$ cat src/hdl/refraction_index_tracker_macros.svh
// Assertion macros used by the file that checks its own logic.
`ifndef REFRACTION_INDEX_TRACKER_MACROS_SVH
`define REFRACTION_INDEX_TRACKER_MACROS_SVH

`ifndef SYNTH

// The consequent must hold in the same cycle as the antecedent.
`define RIT_ASSERT_IMP(lbl, ck, rstn, ante, cons) \
	lbl: assert property (@(posedge ck) disable iff (!(rstn)) (ante) |-> (cons)) \
		else $error("same-cycle check failed");

// The consequent must hold in the cycle after the antecedent.
`define RIT_ASSERT_NXT(lbl, ck, rstn, ante, cons) \
	lbl: assert property (@(posedge ck) disable iff (!(rstn)) (ante) |=> (cons)) \
		else $error("next-cycle check failed");

`else

`define RIT_ASSERT_IMP(lbl, ck, rstn, ante, cons)
`define RIT_ASSERT_NXT(lbl, ck, rstn, ante, cons)

`endif

`endif

$ cat src/hdl/rit_pkg.sv
package rit_pkg;

	// Refraction index of vacuum, 1.0 in unsigned Q4.12.
	localparam logic [15:0] ONE_Q12 = 16'd4096;

	// Depth of the queue between front and back, and its pointer width.
	localparam int Q_DEPTH = 2;
	localparam int Q_PTR_W = 1;

	typedef struct packed {
		logic        first_of_ray;
		logic [15:0] obj_id;
		logic [15:0] refr_index;
		logic        is_hit;
	} item_t;

	typedef struct packed {
		logic full;
		logic empty;
	} q_stat_t;

	typedef enum logic {
		ST_LOOKUP,
		ST_APPLY
	} back_state_t;

endpackage

$ cat src/hdl/refraction_index_tracker.sv
// Refraction index tracker. Feed it the intersections of one ray in sorted order, the first
// one flagged in s_tuser[0]; it keeps the list of shapes the ray is inside (up to MAX_NEST
// of them) and, at the item flagged as the hit in s_tuser[1], returns one result item with
// the index of the medium being left and of the medium being entered (1.0 when outside
// everything) and a flag telling whether an entry was lost to a full list. Items after the
// hit are swallowed until the next ray starts. Each item passes two steps in the list
// engine, a search of the list in the lookup state and a shift of it in the apply state,
// so it takes no new item before the last is through; the input side accepts an item per
// cycle into a two-entry queue until that fills. A hit result is offered once its item has
// passed the queue and both states, later when items wait ahead or an earlier result is held.

`include "refraction_index_tracker_macros.svh"

module refraction_index_tracker
	import rit_pkg::*;
#(
	parameter int MAX_NEST = 16
) (
	input  logic        clk,
	input  logic        arst_n,
	input  logic        s_tvalid,
	output logic        s_tready,
	input  logic [31:0] s_tdata,  // obj_id [15:0], refr_index [31:16]
	input  logic [1:0]  s_tuser,  // first_of_ray [0], is_hit [1]
	output logic        m_tvalid,
	input  logic        m_tready,
	output logic [31:0] m_tdata,  // n_from [15:0], n_to [31:16]
	output logic [0:0]  m_tuser   // list_overflow [0]
);

	// Handshake between the front, the queue and the list engine.
	logic    q_push;
	item_t   q_push_data;
	logic    q_pop;
	item_t   q_head;
	q_stat_t q_stat;

	// The front checks each item against the ray state and drops the ones after the hit.
	rit_front u_front (
		.clk       (clk),
		.arst_n    (arst_n),
		.s_tvalid  (s_tvalid),
		.s_tready  (s_tready),
		.s_tdata   (s_tdata),
		.s_tuser   (s_tuser),
		.q_stat    (q_stat),
		.push      (q_push),
		.push_data (q_push_data)
	);

	// The queue lets the front keep taking items while the engine is busy or stalled.
	rit_queue u_queue (
		.clk       (clk),
		.arst_n    (arst_n),
		.push      (q_push),
		.push_data (q_push_data),
		.pop       (q_pop),
		.head      (q_head),
		.stat      (q_stat)
	);

	// The list engine searches and updates the container list and builds the result.
	rit_back #(
		.MAX_NEST (MAX_NEST)
	) u_back (
		.clk      (clk),
		.arst_n   (arst_n),
		.head     (q_head),
		.q_stat   (q_stat),
		.pop      (q_pop),
		.m_tvalid (m_tvalid),
		.m_tready (m_tready),
		.m_tdata  (m_tdata),
		.m_tuser  (m_tuser)
	);

	// The front must never write into a full queue.
	`RIT_ASSERT_IMP(a_no_push_full, clk, arst_n, q_push, !q_stat.full)
	// The engine must never take an item from an empty queue.
	`RIT_ASSERT_IMP(a_no_pop_empty, clk, arst_n, q_pop, !q_stat.empty)
	// A written item is still waiting or being taken in the following cycle.
	`RIT_ASSERT_NXT(a_push_visible, clk, arst_n, q_push, !q_stat.empty)

endmodule

$ cat src/hdl/rit_queue.sv
module rit_queue
	import rit_pkg::*;
(
	input  logic    clk,
	input  logic    arst_n,
	input  logic    push,
	input  item_t   push_data,
	input  logic    pop,
	output item_t   head,
	output q_stat_t stat
);

	localparam int CNT_W = $clog2(Q_DEPTH + 1);

	item_t              mem_q [Q_DEPTH];
	logic [Q_PTR_W-1:0] wr_ptr_q;
	logic [Q_PTR_W-1:0] rd_ptr_q;
	logic [CNT_W-1:0]   cnt_q;

	always_ff @(posedge clk or negedge arst_n) begin
		if (!arst_n) begin
			wr_ptr_q <= '0;
			rd_ptr_q <= '0;
			cnt_q    <= '0;
		end else begin
			if (push) begin
				wr_ptr_q <= wr_ptr_q + 1'b1;
			end
			if (pop) begin
				rd_ptr_q <= rd_ptr_q + 1'b1;
			end
			if (push && !pop) begin
				cnt_q <= cnt_q + 1'b1;
			end else if (pop && !push) begin
				cnt_q <= cnt_q - 1'b1;
			end
		end
	end

	always_ff @(posedge clk) begin
		if (push) begin
			mem_q[wr_ptr_q] <= push_data;
		end
	end

	assign head       = mem_q[rd_ptr_q];
	assign stat.full  = (cnt_q == CNT_W'(Q_DEPTH));
	assign stat.empty = (cnt_q == '0);

endmodule

$ cat src/hdl/rit_front.sv
module rit_front
	import rit_pkg::*;
(
	input  logic        clk,
	input  logic        arst_n,
	input  logic        s_tvalid,
	output logic        s_tready,
	input  logic [31:0] s_tdata,
	input  logic [1:0]  s_tuser,
	input  q_stat_t     q_stat,
	output logic        push,
	output item_t       push_data
);

	// High once the hit of the current ray has gone through.
	logic  ray_done_q;
	logic  accept;
	logic  keep;
	item_t item;

	assign item.first_of_ray = s_tuser[0];
	assign item.is_hit       = s_tuser[1];
	assign item.obj_id       = s_tdata[15:0];
	assign item.refr_index   = s_tdata[31:16];

	assign s_tready = !q_stat.full;
	assign accept   = s_tvalid && s_tready;
	// Items after the hit are dropped here until a new ray starts.
	assign keep     = item.first_of_ray || !ray_done_q;

	assign push      = accept && keep;
	assign push_data = item;

	always_ff @(posedge clk or negedge arst_n) begin
		if (!arst_n) begin
			ray_done_q <= 1'b0;
		end else if (push) begin
			ray_done_q <= item.is_hit;
		end
	end

endmodule

$ cat src/hdl/rit_back.sv
module rit_back
	import rit_pkg::*;
#(
	parameter int MAX_NEST = 16
) (
	input  logic        clk,
	input  logic        arst_n,
	input  item_t       head,
	input  q_stat_t     q_stat,
	output logic        pop,
	output logic        m_tvalid,
	input  logic        m_tready,
	output logic [31:0] m_tdata,
	output logic [0:0]  m_tuser
);

	localparam int CNT_W = $clog2(MAX_NEST + 1);
	localparam int POS_W = $clog2(MAX_NEST);

	// The list is kept newest first: entry 0 is the medium the ray is in.
	logic [15:0]      ids_q [MAX_NEST];
	logic [15:0]      idx_q [MAX_NEST];
	logic [CNT_W-1:0] count_q;
	logic             ovf_q;

	back_state_t state_q;
	back_state_t state_nxt;

	item_t            item_s1;
	logic             found_s1;
	logic [POS_W-1:0] pos_s1;
	logic [CNT_W-1:0] cnt_s1;
	logic             ovf_s1;
	logic [15:0]      n_from_s1;

	logic             mvalid_q;
	logic [31:0]      mdata_q;
	logic             movf_q;

	logic             out_free;
	logic             apply_en;
	logic [CNT_W-1:0] eff_cnt;
	logic             found;
	logic [POS_W-1:0] pos;
	logic             full;
	logic             do_push;
	logic [CNT_W-1:0] new_cnt;
	logic             new_ovf;
	logic [15:0]      n_to;

	assign out_free = !mvalid_q || m_tready;

	always_comb begin
		state_nxt = state_q;
		unique case (state_q)
			ST_LOOKUP: begin
				if (!q_stat.empty) begin
					state_nxt = ST_APPLY;
				end
			end
			ST_APPLY: begin
				if (apply_en) begin
					state_nxt = ST_LOOKUP;
				end
			end
			default: state_nxt = ST_LOOKUP;
		endcase
	end

	always_comb begin
		pop      = 1'b0;
		apply_en = 1'b0;
		unique case (state_q)
			ST_LOOKUP: pop      = !q_stat.empty;
			ST_APPLY:  apply_en = !item_s1.is_hit || out_free;
			default: begin
				pop      = 1'b0;
				apply_en = 1'b0;
			end
		endcase
	end

	// Search from the newest entry towards the oldest; the oldest match wins.
	always_comb begin
		eff_cnt = head.first_of_ray ? '0 : count_q;
		found   = 1'b0;
		pos     = '0;
		for (int p = 0; p < MAX_NEST; p++) begin
			if ((CNT_W'(p) < eff_cnt) && (ids_q[p] == head.obj_id)) begin
				found = 1'b1;
				pos   = POS_W'(p);
			end
		end
	end

	always_comb begin
		full    = (cnt_s1 == CNT_W'(MAX_NEST));
		do_push = !found_s1 && !full;
		new_ovf = ovf_s1 || (!found_s1 && full);
		if (found_s1) begin
			new_cnt = cnt_s1 - 1'b1;
		end else if (do_push) begin
			new_cnt = cnt_s1 + 1'b1;
		end else begin
			new_cnt = cnt_s1;
		end
		if (do_push) begin
			n_to = item_s1.refr_index;
		end else if (!found_s1) begin
			n_to = idx_q[0];
		end else if (new_cnt == '0) begin
			n_to = ONE_Q12;
		end else if (pos_s1 == '0) begin
			n_to = idx_q[1];
		end else begin
			n_to = idx_q[0];
		end
	end

	always_ff @(posedge clk or negedge arst_n) begin
		if (!arst_n) begin
			state_q  <= ST_LOOKUP;
			count_q  <= '0;
			ovf_q    <= 1'b0;
			mvalid_q <= 1'b0;
		end else begin
			state_q <= state_nxt;
			if (apply_en) begin
				count_q <= new_cnt;
				ovf_q   <= new_ovf;
			end
			if (apply_en && item_s1.is_hit) begin
				mvalid_q <= 1'b1;
			end else if (m_tready) begin
				mvalid_q <= 1'b0;
			end
		end
	end

	always_ff @(posedge clk) begin
		if (pop) begin
			item_s1   <= head;
			found_s1  <= found;
			pos_s1    <= pos;
			cnt_s1    <= eff_cnt;
			ovf_s1    <= head.first_of_ray ? 1'b0 : ovf_q;
			n_from_s1 <= (eff_cnt == '0) ? ONE_Q12 : idx_q[0];
		end
		if (apply_en && item_s1.is_hit) begin
			mdata_q <= {n_to, n_from_s1};
			movf_q  <= new_ovf;
		end
		if (apply_en && found_s1) begin
			for (int p = 0; p < MAX_NEST - 1; p++) begin
				if (POS_W'(p) >= pos_s1) begin
					ids_q[p] <= ids_q[p+1];
					idx_q[p] <= idx_q[p+1];
				end
			end
		end else if (apply_en && do_push) begin
			for (int p = 1; p < MAX_NEST; p++) begin
				ids_q[p] <= ids_q[p-1];
				idx_q[p] <= idx_q[p-1];
			end
			ids_q[0] <= item_s1.obj_id;
			idx_q[0] <= item_s1.refr_index;
		end
	end

	assign m_tvalid = mvalid_q;
	assign m_tdata  = mdata_q;
	assign m_tuser  = movf_q;

endmodule
$ cat config.mk
export PLATFORM = sky130hd
export DESIGN_NAME = refraction_index_tracker
export DESIGN_NICKNAME = d
export VERILOG_FILES = /design/src/hdl/rit_pkg.sv /design/src/hdl/refraction_index_tracker.sv /design/src/hdl/rit_queue.sv /design/src/hdl/rit_front.sv /design/src/hdl/rit_back.sv
export VERILOG_INCLUDE_DIRS = /design/src /design/src/hdl
export SDC_FILE = /design/constraint.sdc
export NUM_CORES = 1
export LEC_CHECK = 0
export BUFFER_PORTS_ARGS = -buffer_cell sky130_fd_sc_hd__buf_2
export CORE_UTILIZATION = 42
export CTS_CLUSTER_SIZE = 14
export DETAILED_ROUTE_END_ITERATION = 10
export GPL_ROUTABILITY_DRIVEN = 0
export PLACE_DENSITY = 0.63
export SLEW_MARGIN = 20
export SYNTH_ARGS = -nofsm -noshare
export SYNTH_HDL_FRONTEND = slang
export SYNTH_SLANG_ARGS = --single-unit
$ cat constraint.sdc
create_clock -name clk -period 7.4 [get_ports clk]
set_clock_uncertainty 0.05 [all_clocks]
set_input_delay 0.37 -clock clk [delete_from_list [all_inputs] [get_ports clk]]
set_output_delay 0.37 -clock clk [all_outputs]
set_load 0.01 [all_outputs]
==> results.py <==
metrics = {
    "run_status": {
        "status": "complete, no violations",
    },
    "hold_path": {
        "whs_path_depth": 1,
        "worstHoldStart": "s_tuser[0]",
        "whs_endpoint": "u_queue.mem_q[1][33]",
        "hold_class": "input pin to flop",
    },
    "sta": {
        "fin_crit_ps": 4870,
        "rsz0062_at_grt": "no",
        "slew_headroom_pct": 23.3,
        "drv_slew": 0,
        "hold_violations": 0,
        "setup_viol_count_final": 0,
        "fin_tns_setup_ps": 0,
        "fmax_ghz": 0.205,
        "tightest_slew_ps": 1140,
        "fin_crit_sh_pct": 65.8,
    },
    "finish": {
        "fin_util_pct": 48.1,
        "mostFrequentLayoutCells": "nand2_1 (981), edfxtp_1 (673), a22o_1 (160)",
        "drive_gt1_share_pct": 10.6,
        "n_fill_cell": 6420,
        "seqCellArea_sq_um": 20500,
        "mostFrequentLayoutCell": "nand2_1",
        "area_growth_syn_to_layout_pct": 13.4,
        "multi_input_area_sq_um": 9730,
        "diodes": 0,
        "nets": 2678,
    },
    "yosys": {
        "synth_cell_types": 60,
        "yosys.area_share.simple_pct": 15.2,
        "synth_cells": 2549,
        "async_reset_ff_share_pct": 1.90,
        "synthAdderAreaFrac_pct": 0.122,
        "synth_xor_area_share_pct": 7.55,
        "ys.flop_type": "edfxtp_1",
        "synth_area_per_cell_sq_um": 12.1,
        "muxShareOfSynthArea_pct": 1.93,
        "synth-seq-cells": 686,
        "synth-seq-area-share_pct": 66.5,
        "yosysWarnings": 0,
        "synth_fp_nets": 2590,
        "syn-cell-area_sq_um": 30900,
        "synth_edf_count": 673,
        "synth-compound-area-share_pct": 6.25,
        "synth_top_family_by_area": "simple AND/OR/NAND/NOR gates",
    },
    "clock_tree": {
        "insertion_delay_ps": 620,
        "clkTransAtPathRegs_ps": 60,
        "holdBufCountCts": 34,
        "cts_setup_buffers": 0,
        "htreeDepth": 3,
        "clock_path_buffers": 3,
        "cts_root_buf": "clkbuf_16",
        "cts_tree": "built",
        "cts.sinks": 686,
        "cts-resized-gates": 0,
        "cts_buffers": 73,
    },
    "worst_setup_path": {
        "path_max_fanout": 86,
        "r2r_end": "u_back.idx_q[1][9]",
        "r2r_setup_slack_ps": 2530,
        "rr_startpoint": "u_back.cnt_s1[0]",
        "required_ps": 7570,
        "crit_type": "flop to flop",
        "reg2reg_depth": 10,
        "worstSetupStartpointType": "flop",
        "crit_arrival_ps": 5040,
        "endpoint_kind": "flop",
    },
    "routing": {
        "wirelength_mm": 72.2,
        "drt_iter0_drc": 2041,
        "dr.pass1.iters": 5,
        "via_per_inst": 5.36,
        "route.detailed.drc": 0,
        "wl_per_cell_microns": 19.8,
        "vias": 19596,
        "detail-route-antenna-nets": 0,
    },
    "power_and_ir_drop": {
        "vdd_drop_max_uv": 353,
        "p_clk_share_pct": 18.1,
        "power_frac_comb_pct": 35.1,
        "power.switching_mw": 7.50,
        "p_int_mw": 12.0,
        "leakagePower_nw": 13.5,
        "power_density_nw_per_um2": 556,
        "seqPwrFrac_pct": 46.8,
        "switching_share_pct": 38.5,
    },
    "die": {
        "core_sq_um": 72800,
        "dieArea_sq_um": 74600,
        "rows": 99,
        "start_util_pct": 42.4,
        "die_w_microns": 273,
        "pin_count": 73,
        "die_h_microns": 273,
    },
    "place": {
        "port-buffer-count": 72,
        "place_hpwl_mm": 47.6,
    },
    "grt": {
        "antenna_found_initial": 0,
        "grt_max_degree": 112,
        "grt_pass1_wl_mm": 112,
        "gr-total-overflow": 0,
        "grt_pass1_vias": 19059,
        "grtUsageTotal_pct": 19.2,
    },
    "job": {
        "maxCapViolCount": 0,
    },
}
per-layer routing:
metal	routed length, microns	global-route usage, %	part of all wire [%]
met2	33100	29.8	46
met4	1440	5.67	2.0
met1	33300	28.1	46
met5	0	0	0
met3	4340	2.63	6.0
how the worst max path moves through the flow:
stage / depth (start not counted) / startpoint / endpoint / slack [ps]
global placement: 10 / u_back.cnt_s1[0] / u_back.ids_q[1][13] / 2260
global route: 10 / u_back.cnt_s1[0] / u_back.idx_q[1][9] / 2160
finish: 10 / u_back.cnt_s1[0] / u_back.idx_q[1][9] / 2530
floorplan: 7 / u_back.m_tvalid / u_back.ids_q[1][0] / 730
detailed placement: 10 / u_back.cnt_s1[0] / u_back.ids_q[1][3] / 2070
CTS: 10 / u_back.cnt_s1[0] / u_back.idx_q[1][4] / 2070
state kept, by name, indices dropped and copies added, names as in the netlist:
register	flops
u_back.idx_q	256
u_back.state_q	1
u_back.pos_s1	4
u_back.cnt_s1	5
u_queue.wr_ptr_q	1
u_back.ovf_q	1
u_back.m_tvalid	1
u_queue.cnt_q	2
u_front.ray_done_q	1
u_back.found_s1	1
u_back.m_tdata	32
u_back.ids_q	256
u_queue.rd_ptr_q	1
u_back.item_s1	33
u_back.n_from_s1	16
u_back.m_tuser	1
u_back.ovf_s1	1
u_back.count_q	5
u_queue.mem_q	68
cell type report:
class | count | share of cell area (%)
Clock buffer | 91 | 5.59
Tap cell | 959 | 3.43
Inverter | 40 | 0.450
Clock inverter | 42 | 0.890
Sequential cell | 686 | 58.6
Timing Repair Buffer | 150 | 3.21
Multi-Input combinational cell | 1686 | 27.8
power by group through the flow:
stage / Sequential [mW] / Clock [mW] / Combinational, mW
2_1_floorplan: 8.59 / 0 / 4.96
3_3_place_gp: 9.06 / 0 / 6.56
3_5_place_dp: 9.13 / 0 / 6.77
4_1_cts: 9.07 / 3.57 / 6.82
5_1_grt: 9.31 / 3.72 / 7.58
6_report: 9.11 / 3.52 / 6.84
kinds of logic (layout without fill, tap and decap cells):
family	count (synthesis)	after routing
AOI/OAI and AO/OA	231	231
xor gates and xnor gates	266	266
buffers and inverters	177	323
and+or+nand+nor	1149	1149
adders and majority gates	3	3
muxes	37	37
DFF	686	686
metrics by stage:
step / std cells / hold WS, ps / setup slack (ps) / power [mW] / area, sq um
final: 3654 / 81.0 / 2530 / 19.5 / 35000
after global routing: 3654 / 72.1 / 2160 / 20.6 / 35000
after CTS: 3650 / 71.5 / 2070 / 19.5 / 34900
after detailed placement: 3483 / 227 / 2070 / 15.9 / 32300
after global placement: 3482 / 216 / 2260 / 15.6 / 32300
after floorplan: 2549 / 24.4 / 725 / 13.6 / 30900
Yosys cell counts, drive strengths merged (8+ instances only):
master  instances  area (sq um)
nand2         983          3690
edfxtp        673         20200
a22o          160          1400
xor2          135          1180
xnor2         131          1150
clkbuf        117           439
nor4           41           290
inv            40           150
nand4          27           169
buf            20           146
mux2           20           225
nor2b          19           119
nor2           18          67.6
mux2i          17           370
a222oi         15           150
nand3          15          75.1
dfrtp          13           325
o21ai          13          65.1
or2            11          68.8
a31oi          10          62.6
nor3           10          50.1
a21oi           9          45.0
and2            8          50.1
worst max-delay path, cell delays in order (launching register included):
cell,delay (ps)
edfxtp_1,410
inv_1,100
ha_1,230
and4bb_2,280
nor2_2,570
nand2_4,460
inv_8,480
nor2_1,340
o31ai_4,120
buf_4,430
a21boi_4,930
Note: power is estimated with default switching activity, not from simulation.
